$ cat config.mk
export PLATFORM = sky130hd
export DESIGN_NAME = mt64_cell
export DESIGN_NICKNAME = d
export VERILOG_FILES = /design/src/rtl/mt64_pkg.sv /design/src/rtl/mt64_cell.sv
export SDC_FILE = /design/constraint.sdc
export NUM_CORES = 1
export LEC_CHECK = 0
export BUFFER_PORTS_ARGS = -buffer_cell sky130_fd_sc_hd__buf_2
export CORE_ASPECT_RATIO = 1.1
export CORE_MARGIN = 2
export CORE_UTILIZATION = 40
export CTS_CLUSTER_SIZE = 24
export DETAILED_ROUTE_END_ITERATION = 16
export PLACE_DENSITY = 0.87
export SLEW_MARGIN = 20
export SYNTH_ARGS = -nofsm -noshare
export SYNTH_HDL_FRONTEND = slang
export SYNTH_SLANG_ARGS = --single-unit
$ cat constraint.sdc
create_clock -name clock -period 0.8 [get_ports clock]
set_clock_uncertainty 0.05 [all_clocks]
set_input_delay 0.04 -clock clock [delete_from_list [all_inputs] [get_ports clock]]
set_output_delay 0.04 -clock clock [all_outputs]
set_load 0.02 [all_outputs]
$ cat src/rtl/mt64_pkg.sv
// Shared constants, types and word functions for the MT19937-64 generator.
package mt64_pkg;

   // Size of the generator state and the distance of the middle tap.
   localparam int STATE_WORDS = 312;
   localparam int MID_WORDS   = 156;
   localparam int INDEX_BITS  = $clog2(STATE_WORDS);

   // Widths of the bounded reduction.
   localparam int SPAN_BITS     = 33;
   localparam int DIVIDEND_BITS = 64;
   localparam int COUNT_BITS    = $clog2(DIVIDEND_BITS);

   // Twist and seeding constants.
   localparam logic [63:0] UPPER_MASK   = 64'hFFFF_FFFF_8000_0000;
   localparam logic [63:0] LOWER_MASK   = 64'h0000_0000_7FFF_FFFF;
   localparam logic [63:0] TWIST_MATRIX = 64'hB502_6F5A_A966_19E9;
   localparam logic [63:0] SEED_MULT    = 64'h5851_F42D_4C95_7F2D;
   localparam logic [63:0] RESET_SEED   = 64'd5489;

   // Tempering masks.
   localparam logic [63:0] TEMPER_MASK_A = 64'h5555_5555_5555_5555;
   localparam logic [63:0] TEMPER_MASK_B = 64'h71D6_7FFF_EDA6_0000;
   localparam logic [63:0] TEMPER_MASK_C = 64'hFFF7_EEE0_0000_0000;

   // Request codes.
   typedef enum logic [1:0] {
      MODE_RAW     = 2'd0,
      MODE_BOUNDED = 2'd1,
      MODE_RESEED  = 2'd2,
      MODE_UNUSED  = 2'd3
   } mode_type;

   // Status of the seeding sequencer towards the top level.
   typedef struct packed {
      logic push;
      logic busy;
   } seed_status_type;

   // Status of the serial remainder unit towards the top level.
   typedef struct packed {
      logic busy;
      logic done;
   } mod_status_type;

   // One step of the recurrence: x[k+312] = x[k+156] ^ mix(x[k], x[k+1]).
   function automatic logic [63:0] twist_word(input logic [63:0] hi_word,
                                              input logic [63:0] lo_word,
                                              input logic [63:0] mid_word);
      logic [63:0] joined;
      joined = (hi_word & UPPER_MASK) | (lo_word & LOWER_MASK);
      return mid_word ^ (joined >> 1) ^ (joined[0] ? TWIST_MATRIX : 64'd0);
   endfunction

   // Output tempering of one state word.
   function automatic logic [63:0] temper(input logic [63:0] word);
      logic [63:0] x;
      x = word;
      x = x ^ ((x >> 29) & TEMPER_MASK_A);
      x = x ^ ((x << 17) & TEMPER_MASK_B);
      x = x ^ ((x << 37) & TEMPER_MASK_C);
      x = x ^ (x >> 43);
      return x;
   endfunction

endpackage

$ cat src/rtl/mt64_cell.sv
// One stage of the state chain: holds a single 64-bit state word.
module mt64_cell import mt64_pkg::*; (
   input  logic        clock,
   input  logic        shift,
   input  logic [63:0] shift_word,
   output logic [63:0] word
);

   logic [63:0] word_ff;
   logic [63:0] word_in;

   // Take the neighbour's word whenever the chain advances.
   always_comb begin
      word_in = shift ? shift_word : word_ff;
   end

   always_ff @(posedge clock) begin
      word_ff <= word_in;
   end

   assign word = word_ff;

endmodule

# Word-level counts from Yosys, hierarchy flattened
# Index checks and enable logic that the tools add are counted.
[totals]
register_bits = 64
elab_cells = 1

# Logic depth before layout (Yosys ltp)
[logic_depth]
depth_word = 0
mapped_depth = 0

# Worst setup path before layout
# No wires, ideal clock.
[synth_timing]
kind = "register to output"
startpoint = "reg word_ff[0] (netlist: word[0])"
endpoint = "out word[0]"
t_arrival_ns = 0.449
required_time_ns = 0.710
slack_ns = 0.261
path_stages_with_launch = 1
cell_sequence = "edfxtp_1"
[synth_lines]
columns = ["item", "line_no", "text"]
rows = [
  ["start: declaration", "mt64_cell.sv:9", "logic [63:0] word_ff;"],
  ["start signal: assignment", "mt64_cell.sv:18", "word_ff <= word_in;"],
  ["end: declaration", "mt64_cell.sv:6", "output logic [63:0] word"],
]
# No word-level cell between the ends.

# Worst setup path in the final report
[layout_timing]
startpoint = "reg word_ff[1] (netlist: word[1])"
endpoint = "out word[1]"
# No word-level cell between the ends.

==> run_results.csv <==
group,metric,value,unit
sta,report.final.setup_viol,64,
layout,largest_reg_flops,64,
floorplanning,die_w,70.1,um
critical_path,critPathArrivalTime,890,ps
critical_path,crit_type,"reg2out",
layout,nets,336,
critical_path,slowest_stage,"edfxtp_1",
critical_path,worstPathRequired,710,ps
sta,relSlewSlack,85.3,%
global_route,grt_usage,20.8,%
route,routed_wl,5410,um
place,io_buffers,129,
hold_path,worstHoldPathType,"in2reg",
floorplanning,io_pins,130,
synth,ys_seq_area_share,100,%
critical_path,path_cells,"buf_6",
sta,setup_slack,-183,ps
synth,yosys.area.top_type_share,100,%
power_and_ir_drop,p_leak,1.59,nW
floorplanning,start_util,41.3,%
synth,syn_avg_cell_area,30.0,um2
outcome,violations,"setup timing",
synth,yosysWarningCount,0,
critical_path,worst_path_dominant_cell_family,"flip-flops",
global_route,grt_max_degree,44,
clock_network,clockBufferDepth,2,
power_and_ir_drop,power.total,7.85,mW
route,viasPerCell,4.35,
sta,fin_crit_sh,123,%
clock_network,clkTransAtPathRegs,70,ps
route,dr.pass1.iters,4,
global_route,grt_pass1_vias,1652,
clock_network,cts_max_level,3,
clock_network,cts_buffers,9,
sta,layout_min_cycle_time,983,ps
synth,synth_edf_count,64,
layout,antenna_cells,0,
clock_network,post-cts-setup-buffer-count,0,
critical_path,critPathMaxStageDelay,410,ps
floorplanning,rows,26,
critical_path,worst-path-max-fanout,1,
global_route,grt.overflow.total,0,
layout,syn2layout_area_growth,94.3,%
place,gp_congestion,0.653,
synth,syn_area,0.00192,mm2
layout,multiInputCombCellCount,0,
synth,synth.area.top_cells,"edfxtp_1 100%",
power_and_ir_drop,p_per_area,2100,mW/mm2
floorplanning,die-area,0.00538,mm2
sta,drv_slew,0,
synth,syn_nets,130,
layout,multi_input_area,0,um2
floorplanning,die_h,76.7,um
flow_run,max_cap_viol_count,0,
sta,rsz0062_at_grt,"true",
floorplanning,fp.coreArea,0.00465,mm2
route,via_count,1441,
sta,tightest_slew,221,ps
synth,synth_top_area_cell,"edfxtp_1",
layout,num-fill-cells,259,
route,wl_per_cell,16.4,um
route,drcViolationCount,0,
global_route,antenna_found_initial,0,
synth,netlist-cell-type-count,1,
global_route,grt_first_pass_wirelength,8150,um
route,first_iter_violations,104,
sta,finalHoldViolations,0,
synth,synthArstFlopShare,0,%
critical_path,cp-start-kind,"flop",
outcome,status,"finished with violations",
clock_network,tritoncts,"done",
critical_path,cp_num_buf_inv,1,
power_and_ir_drop,peakVddDrop,1.51,mV
synth,syn_inst,64,
route,drtAntennaViolNets,0,
critical_path,end_kind,"output pin",
synth,synth_top_cells_by_count,"64 x edfxtp_1",
layout,seq_area,0.00192,mm2
layout,drive_above_1_share,51.6,%
synth,ys_ff_latch,64,
clock_network,cts_sinks,64,
synth,yosysMostFrequentCell,"edfxtp_1",
sta,fmax,1020,MHz
clock_network,cts_root_buffer,"clkbuf_8",
synth,ys.flop_type,"edfxtp_1",
sta,tns,-9090,ps
==> cell usage in the layout (no fill, tap or decap) <==
master         synthesis  layout
dlygate4sd3_1          0      64
buf_6                  0      38
clkinv_1               0       4
edfxtp_1              64      64
buf_12                 0       2
buf_2                  0      91
clkbuf_1               0       1
bufinv_16              0       1
clkbuf_8               0       9
clkinv_2               0       1
==> logic make-up after synthesis <==
kind of cell | count (synthesis) | share of synthesized area (%)
flops | 64 | 100
==> final cells by class <==
cell class	instances	area share, %
clock buffer	10	3.42
sequential	64	51.5
tap	56	1.88
clock inverter	6	1.34
timing repair buffer	195	41.9
==> path summary, 6_finish.rpt <==
check,slack (ps),depth (start not counted),from,to
hold / removal,140,2,shift,word[21]
setup / recovery,-180,1,word[1],word[1]
==> stage by stage <==
step	cell area, um2	worst slack, ps	utilization, %	cells	hold slack (ps)
floorplan	1920	261	-	64	88.9
global placement	2680	9.41	57.6	251	166
detailed placement	2680	-16.5	57.6	251	168
CTS	3550	-200	76.2	331	111
global route	3730	-219	80.3	331	135
finish	3730	-183	80.3	331	138
==> per-layer routing <==
layer	up-vias	part of all wire [%]	GRT usage, %
met5	-	0	0
met4	0	2.6	10.8
met1	653	33	22.5
li1	674	-	-
met3	12	8.9	8.02
met2	102	55	35.1
==> report_power, final <==
part / switching, mW / total (mW) / internal, mW
clock: 1.11 / 2.50 / 1.39
combinational: 0.586 / 1.26 / 0.672
sequential: 0.103 / 4.09 / 3.99
==> repair_timing <==
action,4_1_cts,5_1_grt
setup endpoints to repair,64,64
endpoints found under the hold margin,64,0
hold buffers,64,0
gates cloned,0,0
resized for setup,16,60
Power figures use the tool's default switching activity.
