$ cat src/rtl/mt64_pkg.sv
// Shared constants, types and word functions for the MT19937-64 generator.
package mt64_pkg;

   // Size of the generator state and the distance of the middle tap.
   localparam int STATE_WORDS = 312;
   localparam int MID_WORDS   = 156;
   localparam int INDEX_BITS  = $clog2(STATE_WORDS);

   // Widths of the bounded reduction.
   localparam int SPAN_BITS     = 33;
   localparam int DIVIDEND_BITS = 64;
   localparam int COUNT_BITS    = $clog2(DIVIDEND_BITS);

   // Twist and seeding constants.
   localparam logic [63:0] UPPER_MASK   = 64'hFFFF_FFFF_8000_0000;
   localparam logic [63:0] LOWER_MASK   = 64'h0000_0000_7FFF_FFFF;
   localparam logic [63:0] TWIST_MATRIX = 64'hB502_6F5A_A966_19E9;
   localparam logic [63:0] SEED_MULT    = 64'h5851_F42D_4C95_7F2D;
   localparam logic [63:0] RESET_SEED   = 64'd5489;

   // Tempering masks.
   localparam logic [63:0] TEMPER_MASK_A = 64'h5555_5555_5555_5555;
   localparam logic [63:0] TEMPER_MASK_B = 64'h71D6_7FFF_EDA6_0000;
   localparam logic [63:0] TEMPER_MASK_C = 64'hFFF7_EEE0_0000_0000;

   // Request codes.
   typedef enum logic [1:0] {
      MODE_RAW     = 2'd0,
      MODE_BOUNDED = 2'd1,
      MODE_RESEED  = 2'd2,
      MODE_UNUSED  = 2'd3
   } mode_type;

   // Status of the seeding sequencer towards the top level.
   typedef struct packed {
      logic push;
      logic busy;
   } seed_status_type;

   // Status of the serial remainder unit towards the top level.
   typedef struct packed {
      logic busy;
      logic done;
   } mod_status_type;

   // One step of the recurrence: x[k+312] = x[k+156] ^ mix(x[k], x[k+1]).
   function automatic logic [63:0] twist_word(input logic [63:0] hi_word,
                                              input logic [63:0] lo_word,
                                              input logic [63:0] mid_word);
      logic [63:0] joined;
      joined = (hi_word & UPPER_MASK) | (lo_word & LOWER_MASK);
      return mid_word ^ (joined >> 1) ^ (joined[0] ? TWIST_MATRIX : 64'd0);
   endfunction

   // Output tempering of one state word.
   function automatic logic [63:0] temper(input logic [63:0] word);
      logic [63:0] x;
      x = word;
      x = x ^ ((x >> 29) & TEMPER_MASK_A);
      x = x ^ ((x << 17) & TEMPER_MASK_B);
      x = x ^ ((x << 37) & TEMPER_MASK_C);
      x = x ^ (x >> 43);
      return x;
   endfunction

endpackage

$ cat src/rtl/mt64_mod_unit.sv
// Serial remainder unit: one dividend bit per cycle, restoring style.
module mt64_mod_unit import mt64_pkg::*; (
   input  logic                 clock,
   input  logic                 reset,
   input  logic                 start,
   input  logic [63:0]          dividend,
   input  logic [SPAN_BITS-1:0] divisor,
   output mod_status_type       status,
   output logic [31:0]          remainder
);

   localparam logic [COUNT_BITS-1:0] LAST_COUNT = COUNT_BITS'(DIVIDEND_BITS - 1);

   logic                  busy_ff, busy_in;
   logic                  done_ff, done_in;
   logic [COUNT_BITS-1:0] count_ff, count_in;
   logic [63:0]           dividend_ff, dividend_in;
   logic [SPAN_BITS-1:0]  divisor_ff, divisor_in;
   logic [SPAN_BITS-1:0]  rem_ff, rem_in;
   logic [SPAN_BITS:0]    trial;
   logic                  fits;
   logic [SPAN_BITS-1:0]  rem_step;

   // Bring down the next dividend bit and subtract the divisor if it fits.
   assign trial    = {rem_ff, dividend_ff[63]};
   assign fits     = trial >= {1'b0, divisor_ff};
   assign rem_step = fits ? SPAN_BITS'(trial - {1'b0, divisor_ff}) : trial[SPAN_BITS-1:0];

   always_comb begin
      busy_in     = busy_ff;
      done_in     = 1'b0;
      count_in    = count_ff;
      dividend_in = dividend_ff;
      divisor_in  = divisor_ff;
      rem_in      = rem_ff;
      if (start) begin
         busy_in     = 1'b1;
         count_in    = '0;
         dividend_in = dividend;
         divisor_in  = divisor;
         rem_in      = '0;
      end else if (busy_ff) begin
         rem_in      = rem_step;
         dividend_in = dividend_ff << 1;
         count_in    = count_ff + 1'b1;
         if (count_ff == LAST_COUNT) begin
            busy_in = 1'b0;
            done_in = 1'b1;
         end
      end
   end

   always_ff @(posedge clock) begin
      if (reset) begin
         busy_ff <= 1'b0;
         done_ff <= 1'b0;
      end else begin
         busy_ff <= busy_in;
         done_ff <= done_in;
      end
   end

   always_ff @(posedge clock) begin
      count_ff    <= count_in;
      dividend_ff <= dividend_in;
      divisor_ff  <= divisor_in;
      rem_ff      <= rem_in;
   end

   // The remainder is below the span, so it always fits in 32 bits.
   assign status.busy = busy_ff;
   assign status.done = done_ff;
   assign remainder   = rem_ff[31:0];

endmodule

$ cat config.mk
export PLATFORM = sky130hd
export DESIGN_NAME = mt64_mod_unit
export DESIGN_NICKNAME = d
export VERILOG_FILES = /design/src/rtl/mt64_pkg.sv /design/src/rtl/mt64_mod_unit.sv
export SDC_FILE = /design/constraint.sdc
export NUM_CORES = 1
export LEC_CHECK = 0
export BUFFER_PORTS_ARGS = -buffer_cell sky130_fd_sc_hd__clkbuf_2
export CAP_MARGIN = 10
export CELL_PAD_IN_SITES_DETAIL_PLACEMENT = 0
export CELL_PAD_IN_SITES_GLOBAL_PLACEMENT = 2
export CORE_MARGIN = 8
export CORE_UTILIZATION = 39
export DETAILED_ROUTE_END_ITERATION = 8
export GPL_TIMING_DRIVEN = 0
export PLACE_DENSITY_LB_ADDON = 0.08
export REMOVE_ABC_BUFFERS = 1
export SYNTH_ARGS = -nofsm -noshare
export SYNTH_HDL_FRONTEND = slang
export SYNTH_SLANG_ARGS = --single-unit
export TNS_END_PERCENT = 50
$ cat constraint.sdc
create_clock -name clock -period 5.9 [get_ports clock]
set_input_delay 1.18 -clock clock [delete_from_list [all_inputs] [get_ports clock]]
set_output_delay 1.18 -clock clock [all_outputs]
set_load 0.02 [all_outputs]
* Word level (Yosys, flattened, before mapping)
Index checks and enable logic that the tools add are counted.
Word-level totals: register bits 138, bits of input ports 100, logic and storage cells 20
Operators by class: add/subtract/negate cells 2, magnitude comparators 1, equality and inequality tests 1, muxes and demuxes 7, bitwise gates (word level) 1, reductions and logical operators 2
Operators with widths (count):
- 64-bit 2-to-1 mux | 2
- 34-bit by 33-bit greater-or-equal comparator with 1-bit output | 1
- 33-bit 2-to-1 mux | 1
- 33-bit subtractor | 1
- 6-bit by 1-bit adder with 6-bit output, second input constant | 1
- 6-bit == test, second input constant | 1
- 1-bit 2-to-1 mux | 4
- 3-bit OR reduction | 1
- 2-bit nonzero test | 1
- 1-bit NOT | 1

* Longest topological paths before layout
depth in word-level cells 4, depth in mapped cells 13

* Worst setup path before layout
OpenSTA, ideal clock, no wires.
kind input port to flip-flop, start input start, end register dividend_ff[0], enable pin, library setup time 0.418 ns, arrival time 2.926 ns, data required time 5.482 ns, setup slack 2.557 ns, cell stages on the path 4, path through clkbuf_1 > nor2_1 > clkbuf_1 > inv_1
Between the ends: cells in the longest elaborated chain, start to end 1
Ends and longest elaborated chain:
- start: declaration | RTL line mt64_mod_unit.sv:5 | input logic start,
- 2-bit nonzero test (no source line)
- end signal: assignment | RTL line mt64_mod_unit.sv:65 | dividend_ff <= dividend_in;
- end: declaration | RTL line mt64_mod_unit.sv:17 | logic [63:0] dividend_ff, dividend_in;
No other way between the ends. A chain may end at the register's enable or synchronous reset.

* Final worst setup path
start register dividend_ff[63], end register rem_ff[27]
Between the ends: cells in the longest elaborated chain, start to end 2
Ends and longest elaborated chain:
- 33-bit subtractor / 34-bit by 33-bit greater-or-equal comparator with 1-bit output (equally long branches) | RTL line mt64_mod_unit.sv:27, mt64_mod_unit.sv:26
- 33-bit 2-to-1 mux * | RTL line mt64_mod_unit.sv:27 | assign rem_step = fits ? SPAN_BITS'(trial - {1'b0, divisor_ff}) : trial[SPAN_BITS-1:0];
- end signal: assignment | RTL line mt64_mod_unit.sv:67 | rem_ff <= rem_in;
- end: declaration | RTL line mt64_mod_unit.sv:19 | logic [SPAN_BITS-1:0] rem_ff, rem_in;
Mark *: on every way between the ends. The rest lies on a longest branch, timed or not.

==> flow_metrics.tcl <==
set metrics [dict create \
    globalplace.congestion 0.8020 \
    synth_top_area_cell "edfxtp_1" \
    wire_per_inst_um 16.86 \
    clock_path_buffers 2 \
    cp_top_family "compound AO/OA/AOI/OAI gates" \
    ant_nets 0 \
    cp_max_fo 31 \
    grt_pass1_wl_um 30310 \
    worst_pin_slew_ns 1.074 \
    ff2ff_path_depth 12 \
    syn_area_um2 7815 \
    diodes 0 \
    slowest_delay_ns 0.72 \
    required_ns 6.23 \
    grt.overflow.total 0 \
    yosysTopAreaCellShare_pct 37.27 \
    first_pass_iters 4 \
    r2r-start "dividend_ff[63]$_DFFE_PP_" \
    total_power_w 0.002658 \
    grt_pass1_vias 5846 \
    p_leak_nw 3.649 \
    h-tree-depth 4 \
    cts_root_buf "clkbuf_16" \
    yosysMostFrequentCell "edfxtp_1" \
    crit_path_end_kind "flip-flop" \
    dieArea_um2 24820 \
    holdWs_ns 0.4919 \
    crit_slowest_cell "o21a_2" \
    cts_hold_buf 0 \
    syn2layout_area_growth_pct 16.06 \
    synth_seq_cells 138 \
    synthArstFlopShare_pct 0 \
    rsz0062_at_grt "false" \
    initial_core_util_pct 39.89 \
    hold_end "rem_ff[24]$_SDFFE_PP0P_" \
    die_h_um 157.6 \
    hp-class "reg2reg" \
    finalClockSkew_ns 0.01577 \
    critPathLaunch "dividend_ff[63]$_DFFE_PP_" \
    yosysSeqAreaShare_pct 47.77 \
    post-route-min-period_ns 3.717 \
    io_pins 134 \
    ys.flop_type "edfxtp_1" \
    grt_max_degree 94 \
    drt-total-wl_um 18300 \
    vias 5516 \
    numPortBuffers 133 \
    cts_buffers 17 \
    cts.sinks 138 \
    hpwlAfterDp_um 13340 \
    placed_area_um2 8484 \
    r2r_slack_ns 2.18 \
    finalHoldViolations 0 \
    cp_common_cell "inv_1" \
    hold-path-cell-count 2 \
    setup_violations 0 \
    clkTransAtPathRegs_ns 0.06 \
    fillerInstances 1873 \
    synthTopCellsByArea "edfxtp_1, dfxtp_1, mux2_2" \
    ys_types 68 \
    cts_tree "built" \
    final.period_utilization_pct 62.99 \
    post_cts_resized 0 \
    drive_above_1_share_pct 32.32 \
    avgSynthCellArea_um2 10.82 \
    core_um2 19590 \
    stdcell_area_um2 9070 \
    outcome "finished, final reports clean" \
    synth_warnings 0 \
    drt_iter0_drc 195 \
    hp-start "rem_ff[24]$_SDFFE_PP0P_" \
    die_x_um 157.6 \
    worstSetupPathType "reg2reg" \
    powerDensity_nw_per_um2 293.0 \
    arrival_ns 4.05 \
    clock.fmax_ghz 0.2691 \
    antenna_found_initial 0 \
    clkLatencyLatePin_ns 0.43 \
    r2r-end "rem_ff[27]$_SDFFE_PP0P_" \
    slew_violations 0 \
    final_net_count 942 \
    avgViaCountPerCell 5.084 \
    cp-start-kind "flip-flop" \
    synth_edf_count 97 \
    maxCapViolCount 0 \
    slew_headroom_pct 28.12 \
    grt_util_all_layers_pct 15.55 \
    synthCells 722 \
    crit_chain "inv_1, ha_1, inv_1, fa_1, a21o_1, a311o_1, a21oi_2, o21ai_2, a211oi_4, o21a_2, a2111oi_0, o31ai_1" \
    critPathBufInv 2 \
    cts_setup_buffers 0 \
    drc 0 \
    ys_top_cells_by_count "edfxtp_1, nand2_1, mux2_2, nor2_1, dfxtp_1" \
    vdd_drop_max_v 0.0001747 \
    num_rows 51 \
]
## placed cells by master, fill, tap and decap left out, types with 5 or more instances in the layout
| cell type | Yosys | layout |
|---|---|---|
| mux2i_1 | 6 | 6 |
| a21o_1 | 8 | 8 |
| mux2_2 | 64 | 64 |
| o21ai_1 | 10 | 10 |
| nand4_1 | 10 | 10 |
| inv_1 | 40 | 39 |
| nor2b_1 | 5 | 5 |
| clkbuf_16 | 0 | 17 |
| edfxtp_1 | 97 | 97 |
| clkbuf_2 | 0 | 132 |
| nand2b_1 | 10 | 10 |
| a21oi_1 | 36 | 36 |
| dfxtp_1 | 41 | 40 |
| xnor2_1 | 14 | 14 |
| nand3_1 | 12 | 12 |
| o31ai_1 | 5 | 5 |
| or3_1 | 7 | 7 |
| o211ai_1 | 9 | 9 |
| nand2_1 | 74 | 74 |
| o21ai_0 | 18 | 18 |
| nor3_1 | 9 | 9 |
| xor2_1 | 15 | 15 |
| ha_1 | 34 | 34 |
| nor2_1 | 48 | 48 |
| a311oi_2 | 19 | 19 |
## cells by family (layout without fill, tap and decap cells)
family	Yosys count	after routing	share of synthesized area (%)
and+or+nand+nor	194	194	11.53
AOI/OAI and AO/OA	146	146	14.55
DFF	138	138	47.77
buffers and inverters	110	208	7.205
muxes	70	70	9.990
adders and majority gates	35	35	5.700
xor gates and xnor gates	29	29	3.250
## report_power, final
| part | switching (W) | total [W] | internal (W) |
|---|---|---|---|
| Combinational | 0.000240 | 0.000428 | 0.000188 |
| Clock | 0.000464 | 0.00106 | 0.000599 |
| Sequential | 0.0000372 | 0.00117 | 0.00113 |
| Total | 0.000741 | 0.00266 | 0.00192 |
## layout make-up
| cell class | instances | area, um2 | share of cell area [%] |
|---|---|---|---|
| Clock buffer | 18 | 429.2 | 4.732 |
| Clock inverter | 14 | 156.4 | 1.724 |
| Inverter | 40 | 150.1 | 1.655 |
| Multi-Input combinational cell | 474 | 3526 | 38.87 |
| Sequential cell | 138 | 3735 | 41.18 |
| Tap cell | 265 | 331.6 | 3.656 |
| Timing Repair Buffer | 136 | 742.0 | 8.180 |
## worst reg2reg max path: cells and delay by family (launching register included)
kind,cells,cell delay [ns]
AO/OA/AOI/OAI,8,2.58
adder cells (fa/ha/maj),2,0.55
flip-flops,1,0.38
buffers and inverters,2,0.12
## state kept, by name, indices dropped and copies added (netlist names)
signal	flops
busy_ff	1
count_ff	6
dividend_ff	64
divisor_ff	33
done_ff	1
rem_ff	33
## routing by layer
metal | vias to the layer above | part of all wire [%] | track usage [%]
met4 | 0 | 1.3 | 4.533
met5 | - | 0 | 0
met3 | 18 | 7.2 | 6.142
li1 | 2778 | - | -
met1 | 2599 | 45 | 18.80
met2 | 121 | 46 | 25.14
## through the flow
step / utilization [%] / setup slack [ns] / TNS (ns) / std cells
6_report: 46.30 / 2.183 / 0 / 1085
5_1_grt: 46.30 / 1.894 / 0 / 1085
4_1_cts: 46.30 / 2.126 / 0 / 1085
3_5_place_dp: 43.31 / 2.161 / 0 / 1053
3_3_place_gp: 42.88 / -1.203 / -76.59 / 1050
2_1_floorplan: - / 2.066 / 0 / 652
## how the worst max path moves through the flow
stage                                               to  cells after the start
after floorplan           dividend_ff[0]$_SDFFCE_PN0P_                      2
after global placement       dividend_ff[29]$_DFFE_PP_                      3
after detailed placement       rem_ff[27]$_SDFFE_PP0P_                     12
after CTS                      rem_ff[27]$_SDFFE_PP0P_                     12
after global routing           rem_ff[27]$_SDFFE_PP0P_                     12
final                          rem_ff[27]$_SDFFE_PP0P_                     12
Note: power is estimated with default switching activity, not from simulation.
