**src/rtl/mt64_pkg.sv**
```systemverilog
// Shared constants, types and word functions for the MT19937-64 generator.
package mt64_pkg;

   // Size of the generator state and the distance of the middle tap.
   localparam int STATE_WORDS = 312;
   localparam int MID_WORDS   = 156;
   localparam int INDEX_BITS  = $clog2(STATE_WORDS);

   // Widths of the bounded reduction.
   localparam int SPAN_BITS     = 33;
   localparam int DIVIDEND_BITS = 64;
   localparam int COUNT_BITS    = $clog2(DIVIDEND_BITS);

   // Twist and seeding constants.
   localparam logic [63:0] UPPER_MASK   = 64'hFFFF_FFFF_8000_0000;
   localparam logic [63:0] LOWER_MASK   = 64'h0000_0000_7FFF_FFFF;
   localparam logic [63:0] TWIST_MATRIX = 64'hB502_6F5A_A966_19E9;
   localparam logic [63:0] SEED_MULT    = 64'h5851_F42D_4C95_7F2D;
   localparam logic [63:0] RESET_SEED   = 64'd5489;

   // Tempering masks.
   localparam logic [63:0] TEMPER_MASK_A = 64'h5555_5555_5555_5555;
   localparam logic [63:0] TEMPER_MASK_B = 64'h71D6_7FFF_EDA6_0000;
   localparam logic [63:0] TEMPER_MASK_C = 64'hFFF7_EEE0_0000_0000;

   // Request codes.
   typedef enum logic [1:0] {
      MODE_RAW     = 2'd0,
      MODE_BOUNDED = 2'd1,
      MODE_RESEED  = 2'd2,
      MODE_UNUSED  = 2'd3
   } mode_type;

   // Status of the seeding sequencer towards the top level.
   typedef struct packed {
      logic push;
      logic busy;
   } seed_status_type;

   // Status of the serial remainder unit towards the top level.
   typedef struct packed {
      logic busy;
      logic done;
   } mod_status_type;

   // One step of the recurrence: x[k+312] = x[k+156] ^ mix(x[k], x[k+1]).
   function automatic logic [63:0] twist_word(input logic [63:0] hi_word,
                                              input logic [63:0] lo_word,
                                              input logic [63:0] mid_word);
      logic [63:0] joined;
      joined = (hi_word & UPPER_MASK) | (lo_word & LOWER_MASK);
      return mid_word ^ (joined >> 1) ^ (joined[0] ? TWIST_MATRIX : 64'd0);
   endfunction

   // Output tempering of one state word.
   function automatic logic [63:0] temper(input logic [63:0] word);
      logic [63:0] x;
      x = word;
      x = x ^ ((x >> 29) & TEMPER_MASK_A);
      x = x ^ ((x << 17) & TEMPER_MASK_B);
      x = x ^ ((x << 37) & TEMPER_MASK_C);
      x = x ^ (x >> 43);
      return x;
   endfunction

endpackage

```
**src/rtl/mt64_seeder.sv**
```systemverilog
// Seeding sequencer: produces the 312 initial state words with one shared multiplier.
module mt64_seeder import mt64_pkg::*; (
   input  logic            clock,
   input  logic            reset,
   input  logic            start,
   input  logic [63:0]     seed,
   output seed_status_type status,
   output logic [63:0]     push_word
);

   typedef enum logic [5:0] {
      SD_IDLE  = 6'b000001,
      SD_FIRST = 6'b000010,
      SD_MIX   = 6'b000100,
      SD_MUL0  = 6'b001000,
      SD_MUL1  = 6'b010000,
      SD_MUL2  = 6'b100000
   } seed_state_type;

   localparam logic [INDEX_BITS-1:0] LAST_INDEX = INDEX_BITS'(STATE_WORDS - 1);

   seed_state_type         state_ff, state_in;
   logic [INDEX_BITS-1:0]  index_ff, index_in;
   logic [63:0]            word_ff, word_in;
   logic [63:0]            mixed_ff, mixed_in;
   logic [63:0]            acc_ff, acc_in;
   logic [31:0]            mul_a, mul_b;
   logic [63:0]            product;
   logic [63:0]            next_word;

   // The 64-bit product modulo 2^64 is built from three 32 x 32 partial products.
   always_comb begin
      case (state_ff)
         SD_MUL1: begin
            mul_a = mixed_ff[63:32];
            mul_b = SEED_MULT[31:0];
         end
         SD_MUL2: begin
            mul_a = mixed_ff[31:0];
            mul_b = SEED_MULT[63:32];
         end
         default: begin
            mul_a = mixed_ff[31:0];
            mul_b = SEED_MULT[31:0];
         end
      endcase
   end

   assign product   = {32'd0, mul_a} * {32'd0, mul_b};
   assign next_word = {acc_ff[63:32] + product[31:0], acc_ff[31:0]};

   // Sequencer: the seed word first, then four steps for each further word.
   always_comb begin
      state_in = state_ff;
      index_in = index_ff;
      word_in  = word_ff;
      mixed_in = mixed_ff;
      acc_in   = acc_ff;
      case (state_ff)
         SD_IDLE: begin
            if (start) begin
               word_in  = seed;
               index_in = '0;
               state_in = SD_FIRST;
            end
         end
         SD_FIRST: begin
            index_in = index_ff + 1'b1;
            state_in = SD_MIX;
         end
         SD_MIX: begin
            mixed_in = word_ff ^ (word_ff >> 62);
            state_in = SD_MUL0;
         end
         SD_MUL0: begin
            acc_in   = product + 64'(index_ff);
            state_in = SD_MUL1;
         end
         SD_MUL1: begin
            acc_in   = next_word;
            state_in = SD_MUL2;
         end
         SD_MUL2: begin
            word_in = next_word;
            if (index_ff == LAST_INDEX) begin
               state_in = SD_IDLE;
            end else begin
               index_in = index_ff + 1'b1;
               state_in = SD_MIX;
            end
         end
         default: begin
            state_in = SD_IDLE;
         end
      endcase
   end

   // Reset starts a seeding pass from the reset seed.
   always_ff @(posedge clock) begin
      if (reset) begin
         state_ff <= SD_FIRST;
         index_ff <= '0;
         word_ff  <= RESET_SEED;
      end else begin
         state_ff <= state_in;
         index_ff <= index_in;
         word_ff  <= word_in;
      end
   end

   always_ff @(posedge clock) begin
      mixed_ff <= mixed_in;
      acc_ff   <= acc_in;
   end

   assign status.push = (state_ff == SD_FIRST) || (state_ff == SD_MUL2);
   assign status.busy = (state_ff != SD_IDLE);
   assign push_word   = (state_ff == SD_FIRST) ? word_ff : next_word;

endmodule

```
**config.mk**
```make
export PLATFORM = sky130hd
export DESIGN_NAME = mt64_seeder
export DESIGN_NICKNAME = d
export VERILOG_FILES = /design/src/rtl/mt64_pkg.sv /design/src/rtl/mt64_seeder.sv
export SDC_FILE = /design/constraint.sdc
export NUM_CORES = 2
export LEC_CHECK = 0
export BUFFER_PORTS_ARGS = -buffer_cell sky130_fd_sc_hd__buf_2
export CAP_MARGIN = 10
export CORE_MARGIN = 2
export CORE_UTILIZATION = 55
export CTS_CLUSTER_DIAMETER = 40
export DETAILED_ROUTE_END_ITERATION = 10
export PLACE_DENSITY = 0.83
export RECOVER_POWER = 100
export SLEW_MARGIN = 10
export SYNTH_ARGS = -nofsm -noshare
export SYNTH_HDL_FRONTEND = slang
export SYNTH_SLANG_ARGS = --single-unit
export TNS_END_PERCENT = 100
```
**constraint.sdc**
```tcl
create_clock -name clock -period 14.25 [get_ports clock]
set_clock_uncertainty 0.05 [all_clocks]
set_input_delay 0 -clock clock [delete_from_list [all_inputs] [get_ports clock]]
set_output_delay 0 -clock clock [all_outputs]
set_load 0.005 [all_outputs]
```
# After elaboration in Yosys (flattened, before gate mapping)
# Index checks and enable logic that the tools add are counted.
dict set report op_classes {
  addsub 3
  n_reduce_logical 7
  muxes 12
  bitwise 2
  mul 1
  n_eq_ne 10
}
# op count
set op_table {}
lappend op_table {{$pmux W64 S2} 2}
lappend op_table {{$mux W64} 2}
lappend op_table {{$add A64 B9 Y64} 1}
lappend op_table {{$mul A32 B32 Y64} 1}
lappend op_table {{$xor A64 B2 Y64} 1}
lappend op_table {{$pmux W6 S6} 1}
lappend op_table {{$add A32 B32 Y32} 1}
lappend op_table {{$mux W32} 1}
lappend op_table {{$mux W29} 1}
lappend op_table {{$pmux W9 S3} 1}
lappend op_table {{$mux W9} 2}
lappend op_table {{$add A9 B1 Y9 const B} 1}
lappend op_table {{$eq A9 B9 Y1 const B} 1}
lappend op_table {{$eq A6 B1 Y1 const B} 1}
lappend op_table {{$eq A6 B2 Y1 const B} 1}
lappend op_table {{$eq A6 B3 Y1 const B} 1}
lappend op_table {{$eq A6 B4 Y1 const B} 1}
lappend op_table {{$eq A6 B5 Y1 const B} 1}
lappend op_table {{$eq A6 B6 Y1 const B} 1}
lappend op_table {{$mux W6} 1}
lappend op_table {{$ne A6 B1 Y1 const B} 1}
lappend op_table {{$ne A2 B2 Y1 const B} 2}
lappend op_table {{$reduce_and A2 Y1} 2}
lappend op_table {{$reduce_bool A2 Y1} 2}
lappend op_table {{5 further kinds} 5}
dict set report totals {
  register_bits 207
  word_cells 41
}

# Logic depth before layout (Yosys ltp)
dict set report logic_depth {
  depth_word 5
  ltp_mapped 44
  depth_no_buf 41
}

# Least setup slack after synthesis
# Ideal clock, no wire load.
dict set report synth_timing {
  path_type {reg2reg}
  from {reg state_ff[5]}
  to {reg acc_ff[60] (data pin)}
  path_buffers 4
  setup_ns 0.266
  slack_ns 3.798
  arrival_time_ns 10.136
  t_required_ns 13.934
  period_less_slack_ns 10.452
  path_stages_with_launch 36
  cell_sequence {dfxtp_1 -> nor4_1 -> nand3b_1 -> clkbuf_1 -> clkbuf_1 -> mux2i_1 -> inv_1 -> fa_1 -> inv_1 -> fa_1 -> inv_1 -> fa_1 -> inv_1 -> fa_1 -> inv_1 -> fa_1 -> fa_1 -> fa_1 -> inv_1 -> fa_1 -> inv_1 -> ha_1 -> buf_2 -> a21oi_1 -> o21ai_0 -> a221o_1 -> and3_1 -> a211o_1 -> a221oi_2 -> nand4_2 -> or4_4 -> or4b_1 -> buf_2 -> a2111oi_4 -> xnor2_1 -> o21ai_1}
}
dict set report synth_between {
  elab_chain_len 5
}
# item line_no
set synth_lines {}
lappend synth_lines {{start, declared} mt64_seeder.sv:22} ;# seed_state_type state_ff, state_in;
lappend synth_lines {{start signal, assigned} mt64_seeder.sv:105} ;# state_ff <= state_in;
lappend synth_lines {{$eq A6 B5 Y1 or $eq A6 B6 Y1 (tied branches)} {mt64_seeder.sv:33, mt64_seeder.sv:59}}
lappend synth_lines {{$mux W32 or $mux W29 (tied branches)} mt64_seeder.sv:33} ;# case (state_ff)
lappend synth_lines {{$mul A32 B32 Y64} mt64_seeder.sv:49} ;# assign product = {32'd0, mul_a} * {32'd0, mul_b};
lappend synth_lines {{$add A64 B9 Y64 or $add A32 B32 Y32 (tied branches)} {mt64_seeder.sv:76, mt64_seeder.sv:50}}
lappend synth_lines {{$pmux W64 S2 *} mt64_seeder.sv:59} ;# case (state_ff)
lappend synth_lines {{via acc_in[60]} mt64_seeder.sv:26} ;# logic [63:0] acc_ff, acc_in;
lappend synth_lines {{end signal, assigned} mt64_seeder.sv:113} ;# acc_ff <= acc_in;
lappend synth_lines {{end, declared} mt64_seeder.sv:26}
# Mark *: on every way through the listed nets, which the timed path passes. The rest lies on a longest branch. The select of a mux whose other input is x is not followed.
# A chain may end at the register's enable or synchronous reset.

# Worst setup path after layout
dict set report layout_timing {
  from {reg state_ff[5]}
  to {reg acc_ff[52] (data pin)}
}
# Same word-level chain as after synthesis.

==> results.tsv <==
stage	metric	value	unit
sta	fmax	75.50	MHz
clock_tree	cts_made_buffers	27	
outcome	outcome	finished, violations left	
sta	worstMarginPinSlew	3.185	ns
sta	hold_violations	0	
logic_synthesis	yosys.cell_count.top_type	inv_1	
logic_synthesis	syn_area	34830	um^2
logic_synthesis	synth_top_area_cell	fa_1	
clock_tree	clk_latency	0.58	ns
outcome	violations	max-capacitance violations, max-slew violations	
cells_and_area	area_growth	9.294	%
routing	drc	0	
logic_synthesis	netlist_top_cells_area	fa_1 (31%), ha_1 (17%), edfxtp_1 (11%)	
clock_tree	cts.repair.resized	0	
global_route	grt_first_pass_wirelength	169.1	mm
sta	timing.final.crit_share	92.94	%
die	coreArea	62850	um^2
clock_tree	ctsHtreeMaxLevel	1	
sta	rsz0062_at_grt	false	
setup_path	startpoint	state_ff[5]	
setup_path	cp.arrival	13.43	ns
global_route	antenna_found_initial	0	
logic_synthesis	syn_area_per_cell	9.110	um^2
routing	drtIter0Drc	3306	
setup_path	path_max_fanout	20	
logic_synthesis	ys.flop_type	edfxtp_1	
setup_path	cp_common_cell	fa_1	
clock_tree	cts_sinks	207	
setup_path	crit_required	14.43	ns
routing	via_per_inst	5.852	
setup_path	crit_cells	30	
clock_tree	cts_tree	done	
cells_and_area	nFillCells	5183	
placed_design	gp_congestion	1.002	
logic_synthesis	synth_cell_types	94	
routing	ant_nets	0	
sta	slew_headroom	-112.3	%
logic_synthesis	synth-seq-cells	207	
setup_path	cp_slowest_cell	mux2i_1	
min_path	hp-class	input port to flop	
die	die_h	255.6	um
sta	fin_crit	13.24	ns
clock_tree	cts_root_buf	clkbuf_16	
global_route	grt_usage	33.33	%
cells_and_area	multi_input_area	26060	um^2
die	die_x	255.6	um
global_route	grt_max_degree	124	
logic_synthesis	synth_edf_count	128	
cells_and_area	design_area	38060	um^2
cells_and_area	seqCellArea	5425	um^2
placed_design	dpl.hpwl	88.71	mm
cells_and_area	fin_nets	5081	
setup_path	r2r_slack	1.01	ns
sta	setup_tns	0	ns
sta	setup_viol	0	
setup_path	worst_r2r_endpoint	acc_ff[52]	
placed_design	placed_area	36560	um^2
global_route	overflow	0	
setup_path	crit_buf_inv	6	
sta	final_max_slew_viol_count	302	
setup_path	endpoint_kind	flop	
logic_synthesis	async_flop_share	0	%
clock_tree	cts_max_path_buffers	3	
logic_synthesis	synth_cells	3823	
logic_synthesis	yosys-top-cells-count	inv_1 (800), fa_1 (538), nand2_1 (494)	
clock_tree	path_clk_slew	0.07	ns
die	start_util	55.41	%
die	rows	92	
logic_synthesis	synth_top_area_share	30.93	%
die	num_io_pins	133	
logic_synthesis	yosysSeqAreaShare	15.58	%
die	die_area	65350	um^2
setup_path	rr_startpoint	state_ff[5]	
routing	vias	28550	
setup_path	crit_path_start_kind	flop	
routing	drt-pass1-iter-count	8	
routing	route.detailed.wl_per_inst	22.10	um
setup_path	cp-endpoint	acc_ff[52]	
global_route	grt_pass1_vias	29560	
setup_path	slowest_delay	1.02	ns
run	drv_cap	7	
routing	wirelength	107.8	mm
logic_synthesis	synth_warnings	0	
placed_design	port_buffers	132	
cells_and_area	drive_gt1_share	5.184	%
setup_path	reg2reg_depth	30	
setup_path	cpLargestDelayFamily	adder cells	
setup_path	worst-setup-path-type	flop to flop	
worst min-delay path by stage:
stage / start / to / slack [ns] / depth (start not counted)
2_1_floorplan: seed[0] / word_ff[0] / 0.08 / 2
3_3_place_gp: seed[12] / word_ff[12] / 0.18 / 3
3_5_place_dp: seed[12] / word_ff[12] / 0.18 / 3
4_1_cts: reset / word_ff[37] / 0.04 / 3
5_1_grt: reset / index_ff[0] / 0.12 / 3
6_report: reset / word_ff[37] / 0.05 / 3
routing by layer:
metal	track usage, %	vias up	wire (um)
met4	13.04	0	5156
met1	45.30	13880	42620
met2	53.61	1692	48830
met5	0	-	0
li1	-	12640	-
met3	5.496	337	11210
state kept, by name, indices dropped and copies added (netlist names):
name      count
acc_ff       64
index_ff      9
mixed_ff     64
state_ff      6
word_ff      64
per-stage QoR:
step / utilization [%] / hold slack, ns / setup WS (ns) / instances
after detailed placement: 58.17 / 0.1843 / 1.898 / 4763
after floorplan: - / 0.08357 / 3.798 / 3852
after global placement: 58.17 / 0.1790 / 1.978 / 4763
after CTS: 60.75 / 0.03768 / 1.756 / 4878
final: 60.56 / 0.05423 / 1.005 / 4879
after global routing: 60.56 / 0.1243 / 0.6219 / 4878
logic make-up after synthesis:
kind of cell / Yosys count / synth area share (%)
adders and majority gates: 1003 / 47.63
buffers and inverters: 911 / 9.887
and+or+nand+nor: 1019 / 12.91
AOI/OAI and AO/OA: 505 / 9.431
muxes: 30 / 0.8694
DFF: 207 / 15.58
xor gates and xnor gates: 146 / 3.672
other: 2 / 0.02156
cell type report:
type	instances	area share, %
diodes	1	0.006574
clock buffers	29	1.795
clock inverters	21	0.7495
inverters	805	7.938
multi-input cells	2734	68.46
flip-flops and latches	207	14.25
well taps	846	2.781
repair buffers	236	4.017
worst register-to-register path: cells and delay by family, from the launching register on:
kind / cells / cell delay, ns
flops: 1 / 0.34
compound gates: 2 / 0.86
simple gates: 10 / 3.72
xor+xnor: 2 / 0.68
buf+inv: 6 / 1.64
fa+ha+maj: 9 / 4.60
mux: 1 / 1.04
cell usage in the layout, fill, tap and decap left out, drive strengths merged, types with 81 or more instances in the layout:
cell type	netlist	routed
edfxtp	128	128
nand2	495	495
o21ai	127	127
clkbuf	79	81
xnor2	84	84
ha	465	465
nor2	276	276
buf	27	119
fa	538	538
inv	801	808
a21oi	153	153
what timing repair did:
action	in CTS	in global routing
buffers inserted	0	0
hold buffers	65	0
endpoints found under the hold margin	67	0
Power is left out: the tool's default activity adds up to more than one toggle a clock period on the data nets, which glitch-free logic cannot reach.
